===== config.mk =====
export PLATFORM = sky130hd
export DESIGN_NAME = line_follower_drive_control_flat
export DESIGN_NICKNAME = d
export VERILOG_FILES = /design/src/hw/rtl/lfdc_pkg.sv /design/src/hw/rtl/lfdc_if.sv /design/src/hw/rtl/line_follower_drive_control.sv /design/src/hw/rtl/lfdc_csr.sv /design/src/hw/rtl/lfdc_core.sv /design/src/flat_wrapper.sv
export SDC_FILE = /design/constraint.sdc
export NUM_CORES = 1
export LEC_CHECK = 0
export ABC_AREA = 1
export BUFFER_PORTS_ARGS = -buffer_cell sky130_fd_sc_hd__buf_2
export CAP_MARGIN = 20
export CORE_ASPECT_RATIO = 1.4
export CORE_MARGIN = 2
export CORE_UTILIZATION = 42
export DETAILED_ROUTE_END_ITERATION = 8
export GPL_ROUTABILITY_DRIVEN = 0
export PLACE_DENSITY_LB_ADDON = 0.3
export SKIP_LAST_GASP = 1
export SYNTH_ARGS = -nofsm -noshare
export SYNTH_HDL_FRONTEND = slang
export SYNTH_SLANG_ARGS = --single-unit

===== constraint.sdc =====
create_clock -name clock -period 8.85 [get_ports clock]
set_clock_uncertainty 0.1 [all_clocks]
set_input_delay 1.3275 -clock clock [delete_from_list [all_inputs] [get_ports clock]]
set_output_delay 1.3275 -clock clock [all_outputs]
set_load 0.05 [all_outputs]

===== src/hw/rtl/lfdc_pkg.sv =====
// ----------------------------------------------------------------------------
// Line follower drive control package
// Shared types, register indexes and reset values of the drive controller.
// ----------------------------------------------------------------------------
package lfdc_pkg;

   localparam int COUNT_BITS_DEFAULT = 8;

   localparam int CSR_INDEX_BITS = 3;
   localparam int CSR_DATA_BITS  = 8;
   localparam int SPEED_BITS     = 7;
   localparam int TICK_BITS      = 8;
   localparam int DRIVE_BITS     = 8;
   localparam int CALC_BITS      = 10;

   localparam int DRIVE_MAX = 100;

   localparam logic [SPEED_BITS-1:0] SLEW_LIMIT_RESET         = 7'd10;
   localparam logic [SPEED_BITS-1:0] BASE_SPEED_RESET         = 7'd30;
   localparam logic [SPEED_BITS-1:0] STRAIGHT_SPEED_RESET     = 7'd50;
   localparam logic [SPEED_BITS-1:0] SLIGHT_SPEED_RESET       = 7'd20;
   localparam logic [TICK_BITS-1:0]  STRAIGHT_TICKS_RESET     = 8'd10;
   localparam logic [TICK_BITS-1:0]  SLOW_TURN_TICKS_RESET    = 8'd5;
   localparam logic [TICK_BITS-1:0]  REVERSE_TURN_TICKS_RESET = 8'd10;

   typedef enum logic [CSR_INDEX_BITS-1:0] {
      REG_SLEW_LIMIT         = 3'd0,
      REG_BASE_SPEED         = 3'd1,
      REG_STRAIGHT_SPEED     = 3'd2,
      REG_SLIGHT_SPEED       = 3'd3,
      REG_STRAIGHT_TICKS     = 3'd4,
      REG_SLOW_TURN_TICKS    = 3'd5,
      REG_REVERSE_TURN_TICKS = 3'd6
   } csr_index_type;

   typedef struct packed {
      logic [SPEED_BITS-1:0] slew_limit;
      logic [SPEED_BITS-1:0] base_speed;
      logic [SPEED_BITS-1:0] straight_speed;
      logic [SPEED_BITS-1:0] slight_speed;
      logic [TICK_BITS-1:0]  straight_ticks;
      logic [TICK_BITS-1:0]  slow_turn_ticks;
      logic [TICK_BITS-1:0]  reverse_turn_ticks;
   } cfg_type;

   typedef struct packed {
      logic left;
      logic center;
      logic right;
   } sensor_type;

endpackage


===== src/hw/rtl/lfdc_if.sv =====
// ----------------------------------------------------------------------------
// Line follower drive control channels
// Valid/ready channels for sensor items, drive items and register writes.
// ----------------------------------------------------------------------------
interface lfdc_req_if;
   logic valid;
   logic ready;
   logic left_seen;
   logic center_seen;
   logic right_seen;

   modport source (output valid, output left_seen, output center_seen,
                   output right_seen, input ready);
   modport sink (input valid, input left_seen, input center_seen,
                 input right_seen, output ready);
endinterface

interface lfdc_rsp_if;
   logic                                   valid;
   logic                                   ready;
   logic signed [lfdc_pkg::DRIVE_BITS-1:0] left_drive;
   logic signed [lfdc_pkg::DRIVE_BITS-1:0] right_drive;

   modport source (output valid, output left_drive, output right_drive, input ready);
   modport sink (input valid, input left_drive, input right_drive, output ready);
endinterface

interface lfdc_csr_if;
   logic                                valid;
   logic                                ready;
   logic [lfdc_pkg::CSR_INDEX_BITS-1:0] index;
   logic [lfdc_pkg::CSR_DATA_BITS-1:0]  data;

   modport source (output valid, output index, output data, input ready);
   modport sink (input valid, input index, input data, output ready);
endinterface


===== src/hw/rtl/line_follower_drive_control.sv =====
// ----------------------------------------------------------------------------
// Line follower drive control
// An accepted item is held in the sensor register; when it advances, the tick
// updates the wheel speed registers, which hold its drive item. One item per
// cycle while the receiver takes each drive item, set by the single tick update.
// Reset: settings return to their defaults, counters and speeds clear to zero.
// ----------------------------------------------------------------------------
module line_follower_drive_control #(
   parameter int COUNT_BITS = lfdc_pkg::COUNT_BITS_DEFAULT
) (
   input  logic              clock,
   input  logic              reset,
   lfdc_req_if.sink          req_ch,
   lfdc_rsp_if.source        rsp_ch,
   lfdc_csr_if.sink          csr_ch
);

   lfdc_pkg::cfg_type    cfg;
   lfdc_pkg::sensor_type sensor_ff, sensor_in;
   logic                 in_valid_ff, in_valid_in;
   logic                 out_valid_ff, out_valid_in;
   logic                 advance;
   logic                 count_clash;

   assign advance      = in_valid_ff && (!out_valid_ff || rsp_ch.ready);
   assign req_ch.ready = !in_valid_ff || advance;
   assign csr_ch.ready = 1'b1;

   assign sensor_in    = '{left: req_ch.left_seen, center: req_ch.center_seen,
                           right: req_ch.right_seen};
   assign in_valid_in  = (req_ch.valid && req_ch.ready) || (in_valid_ff && !advance);
   assign out_valid_in = advance || (out_valid_ff && !rsp_ch.ready);

   always_ff @(posedge clock) begin
      if (reset) begin
         in_valid_ff  <= 1'b0;
         out_valid_ff <= 1'b0;
      end else begin
         in_valid_ff  <= in_valid_in;
         out_valid_ff <= out_valid_in;
      end
   end

   always_ff @(posedge clock) begin
      if (req_ch.valid && req_ch.ready) begin
         sensor_ff <= sensor_in;
      end
   end

   lfdc_csr u_csr (
      .clock    (clock),
      .reset    (reset),
      .wr_en    (csr_ch.valid && csr_ch.ready),
      .wr_index (csr_ch.index),
      .wr_data  (csr_ch.data),
      .cfg      (cfg)
   );

   lfdc_core #(
      .COUNT_BITS (COUNT_BITS)
   ) u_core (
      .clock       (clock),
      .reset       (reset),
      .tick        (advance),
      .sensor      (sensor_ff),
      .cfg         (cfg),
      .left_drive  (rsp_ch.left_drive),
      .right_drive (rsp_ch.right_drive),
      .count_clash (count_clash)
   );

   assign rsp_ch.valid = out_valid_ff;

   a_left_range: assert property (@(posedge clock) disable iff (reset)
      rsp_ch.valid |-> (rsp_ch.left_drive >= -8'sd100) && (rsp_ch.left_drive <= 8'sd100))
      else $error("Left drive left its range.");

   a_right_range: assert property (@(posedge clock) disable iff (reset)
      rsp_ch.valid |-> (rsp_ch.right_drive >= -8'sd100) && (rsp_ch.right_drive <= 8'sd100))
      else $error("Right drive left its range.");

   a_counts_exclusive: assert property (@(posedge clock) disable iff (reset)
      !count_clash)
      else $error("Turn and straight counters are both running.");

   a_reset_empty: assert property (@(posedge clock)
      reset |=> !rsp_ch.valid && !in_valid_ff)
      else $error("Pipeline holds an item after reset.");

endmodule


===== src/hw/rtl/lfdc_csr.sv =====
// ----------------------------------------------------------------------------
// Line follower drive control registers
// Holds the speed and threshold settings written through the register port.
// ----------------------------------------------------------------------------
module lfdc_csr (
   input  logic                                clock,
   input  logic                                reset,
   input  logic                                wr_en,
   input  logic [lfdc_pkg::CSR_INDEX_BITS-1:0] wr_index,
   input  logic [lfdc_pkg::CSR_DATA_BITS-1:0]  wr_data,
   output lfdc_pkg::cfg_type                   cfg
);

   lfdc_pkg::cfg_type cfg_ff;
   lfdc_pkg::cfg_type cfg_in;

   always_comb begin
      cfg_in = cfg_ff;
      if (wr_en) begin
         unique case (lfdc_pkg::csr_index_type'(wr_index))
            lfdc_pkg::REG_SLEW_LIMIT:
               cfg_in.slew_limit = wr_data[lfdc_pkg::SPEED_BITS-1:0];
            lfdc_pkg::REG_BASE_SPEED:
               cfg_in.base_speed = wr_data[lfdc_pkg::SPEED_BITS-1:0];
            lfdc_pkg::REG_STRAIGHT_SPEED:
               cfg_in.straight_speed = wr_data[lfdc_pkg::SPEED_BITS-1:0];
            lfdc_pkg::REG_SLIGHT_SPEED:
               cfg_in.slight_speed = wr_data[lfdc_pkg::SPEED_BITS-1:0];
            lfdc_pkg::REG_STRAIGHT_TICKS:
               cfg_in.straight_ticks = wr_data[lfdc_pkg::TICK_BITS-1:0];
            lfdc_pkg::REG_SLOW_TURN_TICKS:
               cfg_in.slow_turn_ticks = wr_data[lfdc_pkg::TICK_BITS-1:0];
            lfdc_pkg::REG_REVERSE_TURN_TICKS:
               cfg_in.reverse_turn_ticks = wr_data[lfdc_pkg::TICK_BITS-1:0];
            default: begin
               // Writes to unused indexes are dropped.
               cfg_in = cfg_ff;
            end
         endcase
      end
   end

   always_ff @(posedge clock) begin
      if (reset) begin
         cfg_ff.slew_limit         <= lfdc_pkg::SLEW_LIMIT_RESET;
         cfg_ff.base_speed         <= lfdc_pkg::BASE_SPEED_RESET;
         cfg_ff.straight_speed     <= lfdc_pkg::STRAIGHT_SPEED_RESET;
         cfg_ff.slight_speed       <= lfdc_pkg::SLIGHT_SPEED_RESET;
         cfg_ff.straight_ticks     <= lfdc_pkg::STRAIGHT_TICKS_RESET;
         cfg_ff.slow_turn_ticks    <= lfdc_pkg::SLOW_TURN_TICKS_RESET;
         cfg_ff.reverse_turn_ticks <= lfdc_pkg::REVERSE_TURN_TICKS_RESET;
      end else begin
         cfg_ff <= cfg_in;
      end
   end

   assign cfg = cfg_ff;

endmodule


===== src/hw/rtl/lfdc_core.sv =====
// ----------------------------------------------------------------------------
// Line follower drive control tick logic
// Latches the sensors, runs the turn and straight counters, picks the wheel
// targets and slews the wheel speeds, one tick per cycle while tick is high.
// ----------------------------------------------------------------------------
module lfdc_core #(
   parameter int COUNT_BITS = lfdc_pkg::COUNT_BITS_DEFAULT
) (
   input  logic                                   clock,
   input  logic                                   reset,
   input  logic                                   tick,
   input  lfdc_pkg::sensor_type                   sensor,
   input  lfdc_pkg::cfg_type                      cfg,
   output logic signed [lfdc_pkg::DRIVE_BITS-1:0] left_drive,
   output logic signed [lfdc_pkg::DRIVE_BITS-1:0] right_drive,
   output logic                                   count_clash
);

   localparam int CMP_BITS = (COUNT_BITS > lfdc_pkg::TICK_BITS) ? COUNT_BITS
                                                                 : lfdc_pkg::TICK_BITS;
   localparam int CB = lfdc_pkg::CALC_BITS;

   lfdc_pkg::sensor_type latched_ff, latched_in;
   logic [COUNT_BITS-1:0] turn_count_ff, turn_count_in;
   logic [COUNT_BITS-1:0] straight_count_ff, straight_count_in;
   logic signed [lfdc_pkg::DRIVE_BITS-1:0] left_speed_ff, left_speed_in;
   logic signed [lfdc_pkg::DRIVE_BITS-1:0] right_speed_ff, right_speed_in;

   logic signed [CB-1:0] base_s, half_s, turn_speed, left_goal, right_goal;
   logic                 turning;
   logic [COUNT_BITS-1:0] turn_count_up;

   function automatic logic [COUNT_BITS-1:0] count_up(input logic [COUNT_BITS-1:0] c);
      logic [COUNT_BITS-1:0] r;
      r = (c == '1) ? c : c + 1'b1;
      return r;
   endfunction

   function automatic logic signed [lfdc_pkg::DRIVE_BITS-1:0] slew(
      input logic signed [lfdc_pkg::DRIVE_BITS-1:0] now,
      input logic signed [CB-1:0]                   target,
      input logic [lfdc_pkg::SPEED_BITS-1:0]        limit
   );
      logic signed [CB-1:0] lim;
      logic signed [CB-1:0] d;
      logic signed [CB-1:0] v;
      lim = $signed(CB'(limit));
      d   = target - CB'(now);
      if (d > lim) begin
         d = lim;
      end
      if (d < -lim) begin
         d = -lim;
      end
      v = CB'(now) + d;
      if (v > CB'(lfdc_pkg::DRIVE_MAX)) begin
         v = CB'(lfdc_pkg::DRIVE_MAX);
      end
      if (v < -CB'(lfdc_pkg::DRIVE_MAX)) begin
         v = -CB'(lfdc_pkg::DRIVE_MAX);
      end
      return v[lfdc_pkg::DRIVE_BITS-1:0];
   endfunction

   always_comb begin
      latched_in = latched_ff;
      if (sensor.left || sensor.center || sensor.right) begin
         latched_in = sensor;
      end

      base_s  = $signed(CB'(cfg.base_speed));
      half_s  = $signed(CB'(cfg.base_speed >> 1));
      turning = latched_in.left || latched_in.right;

      turn_count_up     = count_up(turn_count_ff);
      turn_count_in     = turning ? turn_count_up : turn_count_ff;
      straight_count_in = turning ? '0 : straight_count_ff;

      if (CMP_BITS'(turn_count_up) < CMP_BITS'(cfg.slow_turn_ticks)) begin
         turn_speed = half_s;
      end else if (CMP_BITS'(turn_count_up) < CMP_BITS'(cfg.reverse_turn_ticks)) begin
         turn_speed = '0;
      end else begin
         turn_speed = -half_s;
      end

      left_goal  = CB'(left_speed_ff);
      right_goal = CB'(right_speed_ff);
      priority if (latched_in.center && latched_in.left) begin
         right_goal = base_s;
         left_goal  = $signed(CB'(cfg.slight_speed));
      end else if (latched_in.center && latched_in.right) begin
         right_goal = $signed(CB'(cfg.slight_speed));
         left_goal  = base_s;
      end else if (latched_in.center) begin
         turn_count_in     = '0;
         straight_count_in = count_up(straight_count_ff);
         left_goal = (CMP_BITS'(straight_count_in) > CMP_BITS'(cfg.straight_ticks))
                     ? $signed(CB'(cfg.straight_speed)) : base_s;
         right_goal = left_goal;
      end else if (latched_in.left) begin
         right_goal = half_s;
         left_goal  = turn_speed;
      end else if (latched_in.right) begin
         right_goal = turn_speed;
         left_goal  = half_s;
      end else begin
         // Nothing has been seen yet, so both wheels hold their speed.
         left_goal  = CB'(left_speed_ff);
         right_goal = CB'(right_speed_ff);
      end

      left_speed_in  = slew(left_speed_ff, left_goal, cfg.slew_limit);
      right_speed_in = slew(right_speed_ff, right_goal, cfg.slew_limit);
   end

   always_ff @(posedge clock) begin
      if (reset) begin
         latched_ff        <= '0;
         turn_count_ff     <= '0;
         straight_count_ff <= '0;
         left_speed_ff     <= '0;
         right_speed_ff    <= '0;
      end else if (tick) begin
         latched_ff        <= latched_in;
         turn_count_ff     <= turn_count_in;
         straight_count_ff <= straight_count_in;
         left_speed_ff     <= left_speed_in;
         right_speed_ff    <= right_speed_in;
      end
   end

   assign left_drive  = left_speed_ff;
   assign right_drive = right_speed_ff;
   assign count_clash = (turn_count_ff != '0) && (straight_count_ff != '0);

endmodule


===== src/flat_wrapper.sv =====
// flat-port wrapper written by rule: the top's interface ports become plain ports
module line_follower_drive_control_flat 
#(
   parameter int COUNT_BITS = lfdc_pkg::COUNT_BITS_DEFAULT
)
  (clock, reset, req_ch_valid, req_ch_left_seen, req_ch_center_seen, req_ch_right_seen, req_ch_ready, rsp_ch_valid, rsp_ch_left_drive, rsp_ch_right_drive, rsp_ch_ready, csr_ch_valid, csr_ch_index, csr_ch_data, csr_ch_ready);
  lfdc_req_if req_ch_i ();
  lfdc_rsp_if rsp_ch_i ();
  lfdc_csr_if csr_ch_i ();
  input  logic clock;
  input  logic reset;
  input wire logic [$bits(req_ch_i.valid)-1:0] req_ch_valid;
  input wire logic [$bits(req_ch_i.left_seen)-1:0] req_ch_left_seen;
  input wire logic [$bits(req_ch_i.center_seen)-1:0] req_ch_center_seen;
  input wire logic [$bits(req_ch_i.right_seen)-1:0] req_ch_right_seen;
  output wire logic [$bits(req_ch_i.ready)-1:0] req_ch_ready;
  output wire logic [$bits(rsp_ch_i.valid)-1:0] rsp_ch_valid;
  output wire logic [$bits(rsp_ch_i.left_drive)-1:0] rsp_ch_left_drive;
  output wire logic [$bits(rsp_ch_i.right_drive)-1:0] rsp_ch_right_drive;
  input wire logic [$bits(rsp_ch_i.ready)-1:0] rsp_ch_ready;
  input wire logic [$bits(csr_ch_i.valid)-1:0] csr_ch_valid;
  input wire logic [$bits(csr_ch_i.index)-1:0] csr_ch_index;
  input wire logic [$bits(csr_ch_i.data)-1:0] csr_ch_data;
  output wire logic [$bits(csr_ch_i.ready)-1:0] csr_ch_ready;
  assign req_ch_i.valid = req_ch_valid;
  assign req_ch_i.left_seen = req_ch_left_seen;
  assign req_ch_i.center_seen = req_ch_center_seen;
  assign req_ch_i.right_seen = req_ch_right_seen;
  assign req_ch_ready = req_ch_i.ready;
  assign rsp_ch_valid = rsp_ch_i.valid;
  assign rsp_ch_left_drive = rsp_ch_i.left_drive;
  assign rsp_ch_right_drive = rsp_ch_i.right_drive;
  assign rsp_ch_i.ready = rsp_ch_ready;
  assign csr_ch_i.valid = csr_ch_valid;
  assign csr_ch_i.index = csr_ch_index;
  assign csr_ch_i.data = csr_ch_data;
  assign csr_ch_ready = csr_ch_i.ready;
  line_follower_drive_control #(.COUNT_BITS(COUNT_BITS)) u_core (.clock(clock), .reset(reset), .req_ch(req_ch_i), .rsp_ch(rsp_ch_i), .csr_ch(csr_ch_i));
endmodule

==> summary.md, run 1 <==
| Metric | Value |
|---|---|
| GRT Util Overall | 0.251 |
| Initial Utilization | 0.426 |
| HP Start | u_core.u_csr.cfg[35]$_SDFFE_PP1P_ |
| Slew @ Worst Pin | around 1 ns |
| Crit path max-delay family | compound AO/OA/AOI/OAI gates |
| Ports | 38 |
| Period minus WS final | just over 9 ns |
| Post-synth EDFFs | 3 |
| YS warnings | 0 |
| Final ANT Viol Nets | 0 |
| Worst path max stage delay | 0.45 ns |
| RR Endpoint | u_core.u_core.right_drive[5]$_SDFFE_PP0P_ |
| Crit path DAT | approximately 9 ns |
| Dpl ws | -0.931 ns |
| First-pass GRT wire length | about 41 mm |
| Hold Slack | 0.358 ns |
| Hold Vio Cnt, Final | 0 |
| Status | finished, violations left |
| Fmax | about 110 MHz |
| Prevailing post-synth register cell | dfxtp_1 |
| Worst r2r src | u_core.u_core.straight_count_ff[1]$_SDFFE_PP0P_ |
| Reg2reg path depth | between 60 and 70 |
| Crit-path most repeated cell | buf_4 |
| Setup crit end kind | flop |
| P_leak | ~5.5 nW |
| Drt first-iter violations | about 620 |
| Setup WS post-layout | -0.297 ns |
| Register bit total from synthesis | 92 |
| Placed Instance Area | slightly below 0.01 sq mm |
| Overall power | 4.02 mW |
| Total number of vias | about 9,000 |
| Die H | between 150 and 200 um |
| Remaining Overflow, GRT | 0 |
| Root buf cell | clkbuf_16 |
| NumNets Final | approximately 1,500 |
| Buf/Inv on CP | 14 |
| Peak VDD IR | around 0.19 mV |
| DR DRC count | 0 |
| # diodes | 0 |
| Hold Path Sink | u_core.u_csr.cfg[35]$_SDFFE_PP1P_ |
| CTS tree | done |
| Fraction of registers with async set/reset | 0 |
| Final Cell Area | 0.0114 sq mm |
| Clock latency on the worst-skew pair | roughly 0.35 ns |
| Unrepaired setup endpoints after global routing | yes |
| Post-Syn Instances | between 1,000 and 1,500 |
| Period utilisation layout | 1.03 |
| Largest net degree at the start of global routing | 64 |
| Synth-to-Final Area Change | 40.2% |
| Post-DP HPWL | slightly below 20 mm |
| Layout cells sized above 1 | 0.341 |
| DR pass1 iterations | 5 |
| CP startpoint kind | flop |
| Syn Nets | 1,318 |
| Max Buffers Root-to-Sink | 2 |
| Share of power burned in registers | 0.124 |
| Vias/cell | around 5.4 |
| Sw Share | 0.468 |
| # rows | 60 |
| Pint | ~2.1 mW |
| Setup tns final | -2.93 ns |
| CP Data Required Time | between 8 and 9 ns |
| # clock sinks | 92 |
| Comb pwr share | 0.778 |
| Core area | around 0.019 sq mm |
| Reg2reg setup slack | -0.30 ns |
| Clock Power Share | 0.098 |
| WL final | 26.6 mm |
| Failing checks | setup timing |
| Setup Viol. Count Final | 14 |
| Die Wd | 122 um |
| Netlist cell types | 56 |
| Slew HR | 0.328 |
| Routed length per instance | roughly 16 um |
| H-tree depth | 3 |
| Post-Syn Area | 0.00812 sq mm |
| Hold Path Class | reg -> reg |
| Reg clk slew, reported paths | ~0.070 ns |
| Pwr Density | 353 mW/mm^2 |
| Number of global-route vias before repair | 8,683 |
| Max-Cap Viols | 0 |
| Avg Cell Area, Syn | slightly below 7 sq um |
| Min-Delay Path Depth | 2 |
| Sw Pwr | between 1.5 and 2 mW |
| Num CTS Buffers | 9 |
| Seq/Total Area, Yosys | 0.231 |
| Die area | 0.0205 sq mm |
| Setup CP Type | reg -> reg |
| Port-buffer cells | 36 |
| Crit-path max FO | 8 |
| Slowest stage cell, crit path | fa_1 |
| Initial antenna violation count | 0 |
| Pins over their slew limit | 0 |
## cells by family (layout without fill, tap and decap cells)
| logic type | Yosys count | count (layout) | synth area share |
|---|---|---|---|
| fa+ha+maj | 98 | 98 | 0.155 |
| buf+inv | 220 | 452 | 0.103 |
| xor+xnor | 40 | 40 | 0.0432 |
| simple gates | 422 | 424 | 0.237 |
| other cells | 1 | 1 | 0.000462 |
| flops | 92 | 92 | 0.231 |
| compound gates | 328 | 328 | 0.231 |
## area by class of cell
cell class / instances / area, sq um
Fill cell: 1722 / 7690
Multi-Input combinational cell: 891 / 6370
Sequential cell: 92 / 1880
Timing Repair Buffer: 247 / 1800
Inverter: 189 / 719
Tap cell: 248 / 310
Clock buffer: 10 / 239
Clock inverter: 6 / 52.6
## tightest hold or removal path, delay by kind of cell (launching register included)
family	cells	cell delay, ns
simple gates	2	0.10
flops	1	0.33
## metrics by stage
stage | util | instances
2_1_floorplan | - | 1201
3_3_place_gp | 0.510 | 1616
3_5_place_dp | 0.510 | 1616
4_1_cts | 0.562 | 1660
5_1_grt | 0.597 | 1683
6_report | 0.597 | 1683
## timing repair
action / in CTS / in global routing
setup endpoints to repair: 16 / 16
pin swaps: 75 / 119
setup buffers: 26 / 24
gates cloned: 2 / 0
hold buffers: 0 / 0
resized for setup: 122 / 114
## sequential cells by signal, indices dropped and copies added, names as in the netlist
signal	flops
u_core.sensor_ff	3
u_core.u_core.latched_ff	3
u_core.u_core.turn_count_ff	8
u_core.u_core.left_drive	8
u_core.u_core.straight_count_ff	8
u_core.u_csr.cfg	52
u_core.rsp_ch.valid	1
u_core.u_core.right_drive	8
u_core.in_valid_ff	1
## synthesized netlist by cell type (6+ instances only)
library cell  instances  area, sq um
inv_1               178          668
nand4_1               7         43.8
xor2_1               31          272
dfxtp_1              89         1780
nor3_1               14         70.1
nor2_1              102          383
nand2_2              20          125
o22ai_1               9         56.3
xnor2_1               9         78.8
a31oi_1               6         37.5
o21ai_0             107          536
clkbuf_1             28          105
nand3_2               9         90.1
o21ai_1              18         90.1
ha_1                 94         1180
a211oi_1             10         75.1
inv_2                 7         26.3
nand2_4               7         78.8
nand3_1              45          225
a21oi_1             119          596
nand2_1             201          754
o211ai_1             17          128
o21bai_1              7         52.6
## placed cells by master, fill, tap and decap left out, types with 4 or more instances in the layout
cell,count
a211oi_1,9
a21oi_1,93
a21oi_2,27
a31oi_1,5
buf_2,36
buf_4,201
buf_6,10
clkbuf_16,9
dfxtp_1,85
ha_1,72
ha_4,19
inv_1,166
inv_2,18
nand2_1,181
nand2_2,35
nand2_4,10
nand3_1,30
nand3_2,23
nand3_4,5
nand4_1,7
nor2_1,94
nor2_2,6
nor2_4,4
nor3_1,10
nor3_2,4
o211ai_1,17
o21ai_0,74
o21ai_1,24
o21ai_2,24
o21ai_4,5
o21bai_1,7
o22ai_1,8
xnor2_1,7
xor2_1,24
xor2_2,6
## worst max path at each step
stage                                                               start                                   endpoint  slack, ns  cells past startpoint
after CTS                     u_core.u_core.turn_count_ff[1]$_SDFFE_PP0P_  u_core.u_core.right_drive[5]$_SDFFE_PP0P_      -0.02                     65
after global placement    u_core.u_core.straight_count_ff[0]$_SDFFE_PP0P_  u_core.u_core.right_drive[0]$_SDFFE_PP0P_      -0.82                     58
after floorplan               u_core.u_core.turn_count_ff[0]$_SDFFE_PP0P_   u_core.u_core.left_drive[5]$_SDFFE_PP0P_       0.02                     69
final                     u_core.u_core.straight_count_ff[1]$_SDFFE_PP0P_  u_core.u_core.right_drive[5]$_SDFFE_PP0P_      -0.30                     64
after detailed placement  u_core.u_core.straight_count_ff[0]$_SDFFE_PP0P_  u_core.u_core.right_drive[5]$_SDFFE_PP0P_      -0.93                     58
after global routing      u_core.u_core.straight_count_ff[1]$_SDFFE_PP0P_  u_core.u_core.right_drive[1]$_SDFFE_PP0P_      -0.86                     67
## metal layers
layer / share of wire / vias up / GRT usage
li1: - / 4495 / -
met2: 0.53 / 241 / 0.473
met5: 0 / - / 0
met1: 0.38 / 4203 / 0.272
met3: 0.036 / 101 / 0.0266
met4: 0.052 / 0 / 0.125
## power groups by stage
stage               Clock [mW]  Combinational (mW)  Sequential (mW)
finish                   0.394                3.13            0.499
global route             0.414                3.41            0.504
CTS                      0.399                2.60            0.498
detailed placement           0                2.32            0.505
global placement             0                2.27            0.505
floorplan                    0                1.36            0.549
Power figures use the tool's default switching activity.
==> run 2: changes to the inputs <==
Settings changed: GPL_ROUTABILITY_DRIVEN 0 to unset, SKIP_CTS_REPAIR_TIMING set to 1.
==> run 2 against run 1 <==
Effect of this change:
- the flow still finishes with violations (setup timing)
- clock power barely moved
- utilization is 2.1 points lower
- non-clock buffer count fell by 32
- global-route usage fell by 1.2 points
- final cell count down 1.9%
- critical endpoint unchanged
- clock-buffer cell count unchanged
- combinational power decreased by 8.0%
- die area unchanged
- hold slack better by 0.0055 ns
- sequential share of layout area increased by 0.59 points
- design area is 3.6% lower
==> summary.md, run 2 (synthesis gave the netlist of run 1 again) <==
| Metric | Value |
|---|---|
| Core area | 0.0191 sq mm (unchanged) |
| Post-Route Utilization | 0.575 (-0.0214) |
| Port-buffer cells | 36 (unchanged) |
| Period minus WS final | 9.19 ns (+0.0450 ns) |
| CP startpoint kind | flop |
| Post-DP HPWL | 19.0 mm (-1.1%) |
| Die Wd | 122 um (unchanged) |
| DR pass1 iterations | 5 (unchanged) |
| GRT busiest layer | met2 |
| Fmax | 109 MHz (-0.49%) |
| Buf/Inv on CP | 9 (-5) |
| Hold Path Class | reg -> reg |
| Vias/cell | 5.31 (-1.1%) |
| Total number of vias | 8,770 (-3.0%) |
| Final Cell Area | 0.0110 sq mm (-3.6%) |
| CP Data Required Time | 8.98 ns (about the same) |
| Routed length per instance | 15.6 um (-1.5%) |
| Die H | 169 um (unchanged) |
| Crit-path most repeated cell | a21oi_2 |
| # clock sinks | 92 (unchanged) |
| Root buf cell | clkbuf_16 |
| Initial Utilization | 0.426 (unchanged) |
| Setup WS post-layout | -0.342 ns (-0.0450 ns) |
| Num CTS Buffers | 9 (unchanged) |
| Remaining Overflow, GRT | 0 (unchanged) |
| Overall power | 3.77 mW (-6.0%) |
| RePlAce Congestion | slightly above 1 |
| Most common cell after layout, fill and taps aside | nand2_1 |
| Clock latency on the worst-skew pair | 0.36 ns (about the same) |
| Met3 Use GR | 0.0259 (-0.000674) |
| Max Buffers Root-to-Sink | 2 (unchanged) |
| Hold Slack | 0.364 ns (+0.00553 ns) |
| NumNets Final | 1,515 (-2.1%) |
| Die area | 0.0205 sq mm (unchanged) |
| Final ANT Viol Nets | 0 (unchanged) |
| Ports | 38 (unchanged) |
| Placed Instance Area | 0.00969 sq mm (-0.41%) |
| Pwr Density | 344 mW/mm^2 (-2.6%) |
| # rows | 60 (unchanged) |
| First-pass GRT wire length | 39.1 mm (-5.3%) |
| M1 GR Usage | 0.270 (-0.00223) |
| GRT Util Overall | 0.239 (-0.0116) |
| Setup crit end kind | flop |
| P_leak | 5.28 nW (-3.1%) |
| Max-Cap Viols | 0 (unchanged) |
| Drt first-iter violations | 533 (-14%) |
| Largest register FFs | 52 (unchanged) |
| Slew HR | 0.280 (-0.0485) |
| Slowest stage cell, crit path | fa_2 |
| Pins over their slew limit | 0 (unchanged) |
| H-tree depth | 3 (unchanged) |
| Worst path max stage delay | 0.37 ns (-0.08 ns) |
| Peak VDD IR | 0.153 mV (-21%) |
| Crit path max-delay family | compound AO/OA/AOI/OAI gates |
| WL final | 25.7 mm (-3.4%) |
| DR DRC count | 0 (unchanged) |
| Failing checks | setup timing |
| Unrepaired setup endpoints after global routing | yes |
| # diodes | 0 (unchanged) |
| Largest net degree at the start of global routing | 64 (unchanged) |
| CTS tree | done |
| Met2 usage | 0.446 (-0.0271) |
| Period utilisation layout | 1.04 (+0.00509) |
| Number of global-route vias before repair | 8,079 (-7.0%) |
| Crit path DAT | 9.32 ns (+0.05 ns) |
| Crit-path max FO | 9 (+1) |
| Synth-to-Final Area Change | 35.1% |
| Reg clk slew, reported paths | 0.07 ns (about the same) |
| Layout cells sized above 1 | 0.306 (-0.0350) |
| Slew @ Worst Pin | 1.07 ns (+0.0684 ns) |
| Setup Viol. Count Final | 14 (unchanged) |
| Status | finished, violations left |
| Dpl ws | -0.846 ns (+0.0842 ns) |
| Initial antenna violation count | 0 (unchanged) |
| Hold Vio Cnt, Final | 0 (unchanged) |
| Setup CP Type | reg -> reg |
| Commonest cells after routing, fill and taps aside | nand2_1, buf_4, inv_1, a21oi_1, nor2_1 |
## run 2: cell types whose count changed in the layout (fill, tap and decap cells not counted), moves of 4 or more
cell | previous run | this run
buf_4 | 201 | 173
a21oi_2 | 27 | 21
ha_1 | 72 | 78
inv_2 | 18 | 12
nand3_1 | 30 | 36
nand3_2 | 23 | 17
buf_6 | 10 | 5
ha_4 | 19 | 14
inv_1 | 166 | 171
a21oi_1 | 93 | 97
## run 2: stage by stage
| stage | TNS (ns) | std cells |
|---|---|---|
| floorplan | 0 | 1201 |
| finish | -2.63 | 1651 |
| CTS | -10.21 | 1625 |
| global placement | -6.65 | 1609 |
| global route | -12.90 | 1651 |
| detailed placement | -8.82 | 1609 |
## run 2: path summary, 6_finish.rpt
path / startpoint / to / slack (ns) / cells past startpoint
max reg2reg: u_core.u_core.turn_count_ff[1]$_SDFFE_PP0P_ / u_core.u_core.right_drive[5]$_SDFFE_PP0P_ / -0.34 / 67
min reg2reg: u_core.u_csr.cfg[36]$_SDFFE_PP1P_ / u_core.u_csr.cfg[36]$_SDFFE_PP1P_ / 0.36 / 2
max: u_core.u_core.turn_count_ff[1]$_SDFFE_PP0P_ / u_core.u_core.right_drive[5]$_SDFFE_PP0P_ / -0.34 / 67
min: u_core.u_csr.cfg[36]$_SDFFE_PP1P_ / u_core.u_csr.cfg[36]$_SDFFE_PP1P_ / 0.36 / 2
## run 2: power breakdown
group	total, mW	internal (mW)	switching (mW)
combinational	2.88	1.35	1.53
clock	0.395	0.204	0.191
sequential	0.499	0.449	0.0497
total	3.77	2.00	1.77
## run 2: metal layers
metal / vias to the layer above / share of wire
li1: 4421 / -
met1: 4071 / 0.40
met2: 202 / 0.53
met3: 76 / 0.033
met4: 0 / 0.042
met5: - / 0
## run 2: worst reg2reg max path: cells and delay by family (launching register included)
family | cells | cell delay, ns
AO/OA/AOI/OAI | 21 | 2.98
AND/OR/NAND/NOR | 28 | 2.50
adder cells (fa/ha/maj) | 7 | 1.74
buffers and inverters | 9 | 1.03
XOR/XNOR | 2 | 0.39
flip-flops | 1 | 0.36
## run 2: cell type report
type | count | area (sq um)
inverter | 189 | 719
fill | 1771 | 8100
sequential | 92 | 1880
multi-input combinational | 891 | 6220
clock inverter | 6 | 52.6
timing repair buffer | 215 | 1560
tap | 248 | 310
clock buffer | 10 | 239
